===== config.mk =====
export PLATFORM = sky130hd
export DESIGN_NAME = lfu_cache_table_core
export DESIGN_NICKNAME = d
export VERILOG_FILES = /design/src/rtl/lfu_pkg.sv /design/src/rtl/lfu_cache_table_core.sv
export SDC_FILE = /design/constraint.sdc
export NUM_CORES = 2
export LEC_CHECK = 0
export BUFFER_PORTS_ARGS = -buffer_cell sky130_fd_sc_hd__buf_2
export CAP_MARGIN = 10
export CORE_MARGIN = 3
export CORE_UTILIZATION = 34
export DETAILED_ROUTE_END_ITERATION = 8
export GPL_TIMING_DRIVEN = 1
export PLACE_DENSITY = 0.45
export SYNTH_ARGS = -nofsm -noshare
export SYNTH_HDL_FRONTEND = slang
export SYNTH_SLANG_ARGS = --single-unit
export TNS_END_PERCENT = 100

===== constraint.sdc =====
create_clock -name i_clk -period 23.7 [get_ports i_clk]
set_input_delay 0 -clock i_clk [delete_from_list [all_inputs] [get_ports i_clk]]
set_output_delay 0 -clock i_clk [all_outputs]
set_load 0.02 [all_outputs]

===== src/rtl/lfu_pkg.sv =====
// Package: shared constants and types of the LFU cache table.
`default_nettype none
package lfu_pkg;
    localparam int MAX_ENTRIES_DEF = 16;
    localparam int HASH_BUCKETS_DEF = 16;
    localparam int VALUE_BITS_DEF = 64;
    localparam int KEY_W = 32;
    localparam int CNT_W = 32;
    localparam int CAP_W = 5;
    localparam logic [CAP_W-1:0] CAP_RESET = 5'd16;
    localparam logic CMD_GET = 1'b0;
    localparam logic CMD_PUT = 1'b1;

    typedef enum logic [6:0] {
        ST_IDLE  = 7'b0000001,
        ST_SCAN  = 7'b0000010,
        ST_HIT   = 7'b0000100,
        ST_AGE   = 7'b0001000,
        ST_INS   = 7'b0010000,
        ST_OUT   = 7'b0100000,
        ST_VSCAN = 7'b1000000
    } t_state;
endpackage
`default_nettype wire


===== src/rtl/lfu_cache_table_core.sv =====
// Top level: LFU key/value cache with memory-held slots and a sequential scanner.
//
//  channel | signals                                       | direction
//  in      | i_valid, o_stall, i_cmd, i_lookup_key, i_write_value | into the block
//  out     | o_valid, i_stall, o_hit, o_read_value, o_entries_in_use | out of the block
//  cfg     | i_cfg_we, i_cfg_wdata (capacity_limit)        | into the block
//
// From acceptance to the output word, a get miss takes one key pass over the single read
// port of the slot memory; a hit adds a read-modify-write of the found slot. A put of a
// new key adds a rank pass; with the table full a victim pass and a rank-drop pass come
// first. Reset clears valid bits and occupancy at once. The input is stalled while an
// item is in work and while a finished word waits in the output register until taken.
`default_nettype none
module lfu_cache_table_core #(
    parameter int MAX_ENTRIES  = lfu_pkg::MAX_ENTRIES_DEF,
    parameter int HASH_BUCKETS = lfu_pkg::HASH_BUCKETS_DEF,
    parameter int VALUE_BITS   = lfu_pkg::VALUE_BITS_DEF
) (
    input  wire logic                     i_clk,
    input  wire logic                     i_rst_n,
    input  wire logic                     i_valid,
    output logic                          o_stall,
    input  wire logic                     i_cmd,
    input  wire logic [31:0]              i_lookup_key,
    input  wire logic [63:0]              i_write_value,
    output logic                          o_valid,
    input  wire logic                     i_stall,
    output logic                          o_hit,
    output logic [63:0]                   o_read_value,
    output logic [lfu_pkg::CAP_W-1:0]     o_entries_in_use,
    input  wire logic                     i_cfg_we,
    input  wire logic [lfu_pkg::CAP_W-1:0] i_cfg_wdata
);
    localparam int IW = (MAX_ENTRIES > 1) ? $clog2(MAX_ENTRIES) : 1;
    localparam int OW = $clog2(MAX_ENTRIES + 1);
    localparam int BW = (HASH_BUCKETS > 1) ? $clog2(HASH_BUCKETS) : 1;
    localparam int MW = lfu_pkg::KEY_W + VALUE_BITS + lfu_pkg::CNT_W + IW;
    localparam logic [IW:0] LAST = (IW+1)'(MAX_ENTRIES - 1);
    localparam logic [lfu_pkg::CNT_W-1:0] CMAX = '1;

    lfu_pkg::t_state r_st;
    logic [MW-1:0] mem [MAX_ENTRIES];
    logic [MW-1:0] r_rd;
    logic [MAX_ENTRIES-1:0] r_vld;
    logic [OW-1:0] r_occ;
    logic [lfu_pkg::CAP_W-1:0] r_cap;
    logic r_cmd;
    logic [31:0] r_key;
    logic [VALUE_BITS-1:0] r_val;
    logic [IW:0] r_ra;
    logic [IW-1:0] r_pa;
    logic r_pv;
    logic r_found;
    logic [IW-1:0] r_idx;
    logic r_vsel;
    logic [lfu_pkg::CNT_W-1:0] r_vcnt;
    logic [BW-1:0] r_vbkt;
    logic [IW-1:0] r_vrank;
    logic r_pass;
    logic r_ev;
    logic [IW-1:0] r_erank;
    logic [IW-1:0] r_free;
    logic r_ov;
    logic r_hit;
    logic [63:0] r_rv;

    logic we;
    logic [IW-1:0] wa;
    logic [MW-1:0] wd;
    logic [31:0] d_key;
    logic [VALUE_BITS-1:0] d_val;
    logic [lfu_pkg::CNT_W-1:0] d_cnt;
    logic [IW-1:0] d_rank;
    logic [BW-1:0] d_bkt;
    logic [lfu_pkg::CAP_W-1:0] ecap;
    logic full;
    logic better;
    logic [IW-1:0] ra_i;

    assign {d_key, d_val, d_cnt, d_rank} = r_rd;
    assign d_bkt = (HASH_BUCKETS > 1) ? BW'(d_key % HASH_BUCKETS) : '0;
    assign ra_i = r_ra[IW-1:0];
    assign ecap = (r_cap == '0) ? lfu_pkg::CAP_W'(1) :
                  (r_cap > lfu_pkg::CAP_W'(MAX_ENTRIES)) ? lfu_pkg::CAP_W'(MAX_ENTRIES) : r_cap;
    assign full = lfu_pkg::CAP_W'(r_occ) >= ecap;
    assign better = !r_vsel || d_cnt < r_vcnt ||
                    (d_cnt == r_vcnt && (d_bkt < r_vbkt ||
                    (d_bkt == r_vbkt && d_rank < r_vrank)));

    assign o_stall = (r_st != lfu_pkg::ST_IDLE) || r_ov;
    assign o_valid = r_ov;
    assign o_hit = r_hit;
    assign o_read_value = r_rv;
    assign o_entries_in_use = lfu_pkg::CAP_W'(r_occ);

    always_ff @(posedge i_clk) begin
        r_rd <= mem[ra_i];
        if (we) begin
            mem[wa] <= wd;
        end
    end

    always_comb begin
        we = 1'b0;
        wa = r_pa;
        wd = r_rd;
        case (r_st)
            lfu_pkg::ST_HIT: begin
                we = r_pv;
                wa = r_idx;
                wd = {d_key, (r_cmd == lfu_pkg::CMD_PUT) ? r_val : d_val,
                      (d_cnt == CMAX) ? d_cnt : d_cnt + 1'b1, d_rank};
            end
            lfu_pkg::ST_AGE: begin
                we = r_pv && r_vld[r_pa];
                wa = r_pa;
                if (r_ev && d_rank > r_erank) begin
                    wd = {d_key, d_val, d_cnt, d_rank - 1'b1};
                end
                if (!r_pass) begin
                    wd[IW-1:0] = (r_ev && d_rank > r_erank) ? d_rank : d_rank + 1'b1;
                end
            end
            lfu_pkg::ST_INS: begin
                we = 1'b1;
                wa = r_free;
                wd = {r_key, r_val, lfu_pkg::CNT_W'(1), IW'(0)};
            end
            default: we = 1'b0;
        endcase
    end

    always_ff @(posedge i_clk) begin
        if (!i_rst_n) begin
            r_st <= lfu_pkg::ST_IDLE;
            r_vld <= '0;
            r_occ <= '0;
            r_cap <= lfu_pkg::CAP_RESET;
            r_ov <= 1'b0;
        end else begin
            if (i_cfg_we) begin
                r_cap <= i_cfg_wdata;
            end
            if (r_ov && !i_stall) begin
                r_ov <= 1'b0;
            end
            case (r_st)
                lfu_pkg::ST_IDLE: begin
                    if (i_valid && !r_ov) begin
                        r_cmd <= i_cmd;
                        r_key <= i_lookup_key;
                        r_val <= i_write_value[VALUE_BITS-1:0];
                        r_ra <= '0;
                        r_pv <= 1'b0;
                        r_found <= 1'b0;
                        r_st <= lfu_pkg::ST_SCAN;
                    end
                end
                lfu_pkg::ST_SCAN: begin
                    r_pa <= ra_i;
                    r_pv <= (r_ra <= LAST);
                    r_ra <= r_ra + 1'b1;
                    if (r_pv && r_vld[r_pa] && d_key == r_key && !r_found) begin
                        r_found <= 1'b1;
                        r_idx <= r_pa;
                    end
                    if (!(r_ra <= LAST) && !r_pv) begin
                        if (r_found) begin
                            r_ra <= {1'b0, r_idx};
                            r_st <= lfu_pkg::ST_HIT;
                            r_pv <= 1'b0;
                        end else if (r_cmd == lfu_pkg::CMD_GET) begin
                            r_hit <= 1'b0;
                            r_rv <= '0;
                            r_st <= lfu_pkg::ST_OUT;
                        end else begin
                            r_ra <= '0;
                            r_pv <= 1'b0;
                            r_vsel <= 1'b0;
                            r_ev <= full;
                            r_st <= full ? lfu_pkg::ST_VSCAN : lfu_pkg::ST_AGE;
                            r_pass <= full;
                        end
                    end
                end
                lfu_pkg::ST_HIT: begin
                    if (!r_pv) begin
                        r_pv <= 1'b1;
                    end else begin
                        r_hit <= 1'b1;
                        r_rv <= (r_cmd == lfu_pkg::CMD_GET) ? 64'(d_val) : '0;
                        r_pv <= 1'b0;
                        r_st <= lfu_pkg::ST_OUT;
                    end
                end
                lfu_pkg::ST_VSCAN: begin
                    r_pa <= ra_i;
                    r_pv <= (r_ra <= LAST);
                    r_ra <= r_ra + 1'b1;
                    if (r_pv && r_vld[r_pa] && better) begin
                        r_vsel <= 1'b1;
                        r_idx <= r_pa;
                        r_vcnt <= d_cnt;
                        r_vbkt <= d_bkt;
                        r_vrank <= d_rank;
                    end
                    if (!(r_ra <= LAST) && !r_pv) begin
                        r_ra <= '0;
                        r_ev <= r_vsel;
                        r_erank <= r_vrank;
                        if (r_vsel) begin
                            r_vld[r_idx] <= 1'b0;
                            r_occ <= r_occ - 1'b1;
                        end
                        r_st <= lfu_pkg::ST_AGE;
                    end
                end
                lfu_pkg::ST_AGE: begin
                    r_pa <= ra_i;
                    r_pv <= (r_ra <= LAST);
                    r_ra <= r_ra + 1'b1;
                    if (!(r_ra <= LAST) && !r_pv) begin
                        r_ra <= '0;
                        if (r_pass) begin
                            r_pass <= 1'b0;
                            r_ev <= 1'b0;
                        end else begin
                            r_st <= lfu_pkg::ST_INS;
                            for (int i = MAX_ENTRIES - 1; i >= 0; i--) begin
                                if (!r_vld[i]) begin
                                    r_free <= IW'(i);
                                end
                            end
                        end
                    end
                end
                lfu_pkg::ST_INS: begin
                    r_vld[r_free] <= 1'b1;
                    r_occ <= r_occ + 1'b1;
                    r_hit <= 1'b0;
                    r_rv <= '0;
                    r_st <= lfu_pkg::ST_OUT;
                end
                lfu_pkg::ST_OUT: begin
                    if (!r_ov || !i_stall) begin
                        r_ov <= 1'b1;
                        r_st <= lfu_pkg::ST_IDLE;
                    end
                end
                default: r_st <= lfu_pkg::ST_IDLE;
            endcase
        end
    end
endmodule
`default_nettype wire

# [Word level (Yosys, flattened, before mapping)]
# Memories as Yosys holds them, arrays and structs flattened. A register that Yosys moved wholly into a read port is not among the register bits.
# Cells that the tools add are included.
# W data, S select, Z words.
[totals] register_bits=262 mem_bits_rw=2112 inputBits=107 output_inout_bits=72 wordCells=223 n_memories=1
[op_classes] addsub=6 n_lt_le_gt_ge=12 n_eq_ne=27 n_mux=95 n_bitwise=4 n_reduce_logical=52
[memory_table] name="mem" words=16 word_bits=132 rd=1 rd_clocked_by_memory_dff=1 wr=1 line_no="lfu_cache_table_core.sv:42" rtl="logic [MW-1:0] mem [MAX_ENTRIES];"
[op_table] cell="$pmux W132 S3" count=1
[op_table] cell="$mux W64" count=6
[op_table] cell="$pmux W64 S3" count=1
[op_table] cell="$mux W7" count=10
[op_table] cell="$eq A32 B32 Y1" count=2
[op_table] cell="$mux W4" count=13
[op_table] cell="$pmux W7 S7" count=1
[op_table] cell="$mux W5" count=9
[op_table] cell="$add A32 B1 Y32 const B" count=1
[op_table] cell="$eq A32 B32 Y1 const B" count=1
[op_table] cell="$lt A32 B32 Y1" count=1
[op_table] cell="$mux W16" count=2
[op_table] cell="$mux W32" count=1
[op_table] cell="$pmux W16 S2" count=1
[op_table] cell="$mux W1" count=30
[op_table] cell="$ne A2 B2 Y1 const B" count=14
[op_table] cell="$reduce_and A3 Y1" count=6
[op_table] cell="$reduce_and A6 Y1" count=3
[op_table] cell="$and A16 B16 Y16" count=1
[op_table] cell="$ne A16 B16 Y1 const B" count=1
[op_table] cell="$not A16 Y16" count=1
[op_table] cell="$or A16 B16 Y16" count=1
[op_table] cell="$pmux W4 S2" count=2
[op_table] cell="$reduce_and A8 Y1" count=2
[op_table] cell="other kinds (43)" count=85

# [Logic depth before layout (Yosys ltp)]
[logic_depth] depth_word=15 mapped_depth=13 mapped_depth_nobuf=10

# [Least setup slack after synthesis]
# OpenSTA, ideal clock, no wires.
[synth_timing] path_type="register to register" start="register r_st[3]" end="memory mem[3][0] in the netlist's numbering (enable)" setup_time_ns=0.625 arrival_ns=7.569 required_time_ns=23.075 slack_ns=15.505 stages_incl_launch_ff=9 path_buffers=1 period_less_slack_ns=8.195 path_cell_list="dfxtp_1 -> or4_4 -> or3_1 -> buf_6 -> clkinv_4 -> a22oi_2 -> a21boi_4 -> or3b_4 -> nor2_1"
[synth_between] elab_chain_cells=4 elab_cells_between_ends=7 cone_classes="eq/ne: 3; mux: 4"
[synth_lines] item="from (decl)" line_no="lfu_cache_table_core.sv:41" rtl="lfu_pkg::t_state r_st;"
[synth_lines] item="from (signal assigned)" line_no="lfu_cache_table_core.sv:135" rtl="r_st <= lfu_pkg::ST_IDLE;"
[synth_lines] item="from (signal assigned)" line_no="lfu_cache_table_core.sv:156" rtl="r_st <= lfu_pkg::ST_SCAN;"
[synth_lines] item="from (signal assigned)" line_no="lfu_cache_table_core.sv:170" rtl="r_st <= lfu_pkg::ST_HIT;"
[synth_lines] item="$eq A7 B5 Y1 (tied with other cells)" line_no="lfu_cache_table_core.sv:107" rtl="case (r_st)"
[synth_lines] item="$pmux W1 S3" line_no="lfu_cache_table_core.sv:107"
[synth_lines] item="$mux W1" line_no="lfu_cache_table_core.sv:98" rtl="if (we) begin"
[synth_lines] item="$mux W1 (not written as such)" line_no="lfu_cache_table_core.sv:99" rtl="mem[wa] <= wd;"
[synth_lines] item="to (decl)" line_no="lfu_cache_table_core.sv:42"
# Several ways; a longest one is shown, not always the timed one.

# [Worst setup path in the final report]
[layout_timing] start="register r_st[3]" end="memory mem[2][72] in the netlist's numbering (enable)"
# Same word-level chain as after synthesis.

==> flow_metrics.py <==
metrics = {
    "logic_synthesis": {
        "synth_edf_count": 2340,
        "yosysSeqAreaShare_pct": 77.3,
        "yosys.area_share.simple_pct": 2.48,
        "synthTopCellsByArea": "edfxtp_1 (74%), mux4_2 (16%), dfxtp_1 (3.5%)",
        "synth_seq_cells": 2506,
        "synth_common_cells": "edfxtp_1 (2340), mux4_2 (662), nand2_1 (169)",
        "async_flop_share_pct": 0,
        "synth.distinct_cells": 77,
        "yosysMostFrequentCell": "edfxtp_1",
        "synth_warnings": 0,
        "synth_top_family_by_area": "multiplexers",
        "synthCells": 4275,
        "syn_area_sq_um": 95200,
        "synth-xor-area-share_pct": 0.359,
        "yosys.area.top_type": "edfxtp_1",
        "synth_flop_cell": "edfxtp_1",
        "yosys.area.top_type_share_pct": 73.8,
        "post_synth.cell_area_avg_sq_um": 22.3,
        "synth_compound_area_share_pct": 1.35,
        "syn_nets": 4439,
        "synthAdderAreaFrac_pct": 0.757,
        "synth.area.mux_share_pct": 16.6,
    },
    "route": {
        "final_antenna_net_count": 0,
        "vias": 45200,
        "drtPass1Iterations": 5,
        "drc": 0,
        "drtIter0Drc": 3987,
        "post_drt_wl_per_cell_microns": 28.1,
        "via_per_inst": 5.14,
        "drt_wl_total_mm": 247,
    },
    "timing": {
        "max_freq_mhz": 172,
        "tightest_slew_ns": 1.38,
        "hold_viol_final": 0,
        "worst_slew_margin_rel_pct": 8.24,
        "setup_tns_ns": 0,
        "finalCriticalPeriod_ns": 5.80,
        "rsz0062_at_grt": "no",
        "period_share_pct": 24.5,
        "skew_ns": 0.0503,
        "setup_viol": 0,
        "slew_violations": 0,
        "hold_ws_ns": 0.102,
    },
    "power": {
        "swShare_pct": 22.2,
        "power_frac_comb_pct": 6.8,
        "p_sw_mw": 2.21,
        "power.density_nw_per_um2": 88.6,
        "pwr-share-clk_pct": 41.8,
        "finalPower_mw": 9.94,
        "irDropWorstVdd_mv": 0.0450,
        "p_leak_nw": 35.5,
        "pwr-share-seq_pct": 51.4,
        "internal_power_mw": 7.73,
    },
    "place": {
        "place_congestion": 0.784,
        "port-buffer-count": 178,
        "dp_hpwl_mm": 125,
    },
    "setup_path": {
        "start_kind": "register",
        "cpPeakStageDelay_ns": 1.02,
        "end_kind": "register",
        "cp.arrival_ns": 6.22,
        "crit_path_cell_trace": "or4_4 -> or3_1 -> buf_4 -> clkinv_4 -> nor2_2 -> a21oi_1 -> nand3b_1 -> nor2_4 -> buf_4 -> buf_4",
        "crit_top_cell": "buf_4",
        "worstPathRequired_ns": 24.12,
        "path_max_fanout": 43,
        "crit_path_top_delay_cell": "nor2_4",
        "crit_type": "reg2reg",
    },
    "clocking": {
        "path_clk_slew_ns": 0.06,
        "root_buffer": "clkbuf_16",
        "cts_resized": 0,
        "holdBufCountCts": 215,
        "h-tree-depth": 5,
        "cts_max_path_buffers": 4,
        "cts.sinks": 2506,
        "post_cts.repair.setup_buffers": 0,
        "insertion_delay_ns": 0.84,
        "cts_made_buffers": 282,
        "tritoncts": "done",
    },
    "die": {
        "start_util_pct": 34.3,
        "num_rows": 193,
        "coreArea_sq_um": 278000,
        "die_h_microns": 535,
        "die-area_sq_um": 287000,
        "io_pins": 179,
        "die_x_microns": 535,
    },
    "finish": {
        "drive_above_1_share_pct": 28.4,
        "area_growth_pct": 17.7,
        "fin_nets": 5028,
    },
    "grt": {
        "grt_usage_pct": 17.2,
        "grt_pass1_vias": 48300,
        "antenna_found_initial": 12,
        "gr-total-overflow": 0,
        "grt_max_degree": 134,
        "grt_pass1_wl_mm": 359,
    },
    "hold_path": {
        "hp-class": "in2reg",
    },
    "run_status": {
        "status": "finished, final reports clean",
    },
    "flow_run": {
        "max-cap-violations": 0,
    },
}
==> path summary, 6_finish.rpt <==
check	startpoint	end	slack (ns)	depth (start not counted)
hold reg to reg	r_vrank[2]	r_erank[2]	0.45	0
setup reg to reg	r_st[3]	mem[2][72]	17.90	10
hold / removal	i_stall	o_valid	0.10	4
setup / recovery	r_st[3]	mem[2][72]	17.90	10
==> layer usage <==
layer  track usage, %  routed length [microns]
met5                0                        0
met1             25.0                   115000
met4             3.82                     4890
met3             2.09                     9120
met2             27.8                   118000
==> state kept, by name, indices dropped and copies added (netlist names), 7 cells and up <==
| signal | count |
|---|---|
| mem | 2112 |
| o_read_value | 64 |
| r_key | 32 |
| r_rd | 132 |
| r_st | 7 |
| r_val | 64 |
| r_vcnt | 32 |
| r_vld | 16 |
==> through the flow <==
step | instance area [sq um] | cells | util (%) | worst slack, ns
floorplan | 95200 | 4275 | - | 15.51
finish | 112000 | 8794 | 40.4 | 17.90
global route | 112000 | 8789 | 40.4 | 17.64
CTS | 112000 | 8783 | 40.3 | 17.84
detailed placement | 101000 | 8065 | 36.4 | 17.91
global placement | 101000 | 8063 | 36.4 | 17.98
==> placed cells by master (no fill, tap or decap), types with 10 or more instances in the layout <==
| cell | netlist | final |
|---|---|---|
| dlygate4sd3_1 | 0 | 215 |
| xnor2_1 | 37 | 37 |
| a21oi_1 | 40 | 40 |
| mux4_2 | 662 | 662 |
| and3_1 | 16 | 16 |
| a31oi_1 | 15 | 13 |
| inv_1 | 68 | 67 |
| dfxtp_1 | 166 | 166 |
| nand2b_1 | 11 | 11 |
| buf_2 | 16 | 178 |
| nor2_4 | 0 | 19 |
| clkinv_1 | 1 | 44 |
| nor2_1 | 67 | 49 |
| clkbuf_8 | 0 | 17 |
| clkinv_2 | 0 | 40 |
| nand2_1 | 169 | 169 |
| ha_1 | 56 | 56 |
| buf_12 | 0 | 17 |
| clkinvlp_4 | 0 | 12 |
| clkbuf_16 | 0 | 292 |
| nand4_1 | 30 | 30 |
| o21ai_0 | 39 | 36 |
| nor3_1 | 19 | 18 |
| and2_1 | 68 | 68 |
| edfxtp_1 | 2340 | 2340 |
| nand3_1 | 36 | 36 |
| buf_4 | 0 | 92 |
| mux2_2 | 61 | 61 |
| mux2i_1 | 20 | 20 |
| clkbuf_1 | 121 | 77 |
| nor4_1 | 10 | 10 |
==> worst max-delay path: cells and delay by family, from the launching register on <==
family          cells  cell delay [ns]
flops               1             0.36
simple gates        5             2.51
compound gates      1             0.34
buf+inv             4             2.05
==> cell families after synthesis <==
kind of cell	Yosys count
DFF	2506
muxes	748
and+or+nand+nor	470
buffers and inverters	269
AOI/OAI and AO/OA	186
adders and majority gates	57
xor gates and xnor gates	39
==> power groups by stage <==
| stage | registers [mW] | clock network (mW) | logic (mW) |
|---|---|---|---|
| final | 5.11 | 4.15 | 0.680 |
| after global routing | 5.11 | 4.45 | 0.745 |
| after CTS | 5.11 | 4.28 | 0.695 |
| after detailed placement | 5.20 | 0 | 0.665 |
| after global placement | 5.21 | 0 | 0.653 |
| after floorplan | 5.16 | 0 | 0.438 |
==> cell type report <==
| type | instances | area [sq um] |
|---|---|---|
| clock inverter | 117 | 898 |
| fill | 24700 | 166000 |
| multi-input combinational | 1500 | 20800 |
| antenna | 6 | 15.0 |
| sequential | 2506 | 73600 |
| tap | 3705 | 4640 |
| clock buffer | 386 | 7830 |
| timing repair buffer | 504 | 4100 |
| inverter | 70 | 268 |
(Power assumes the default switching activity.)
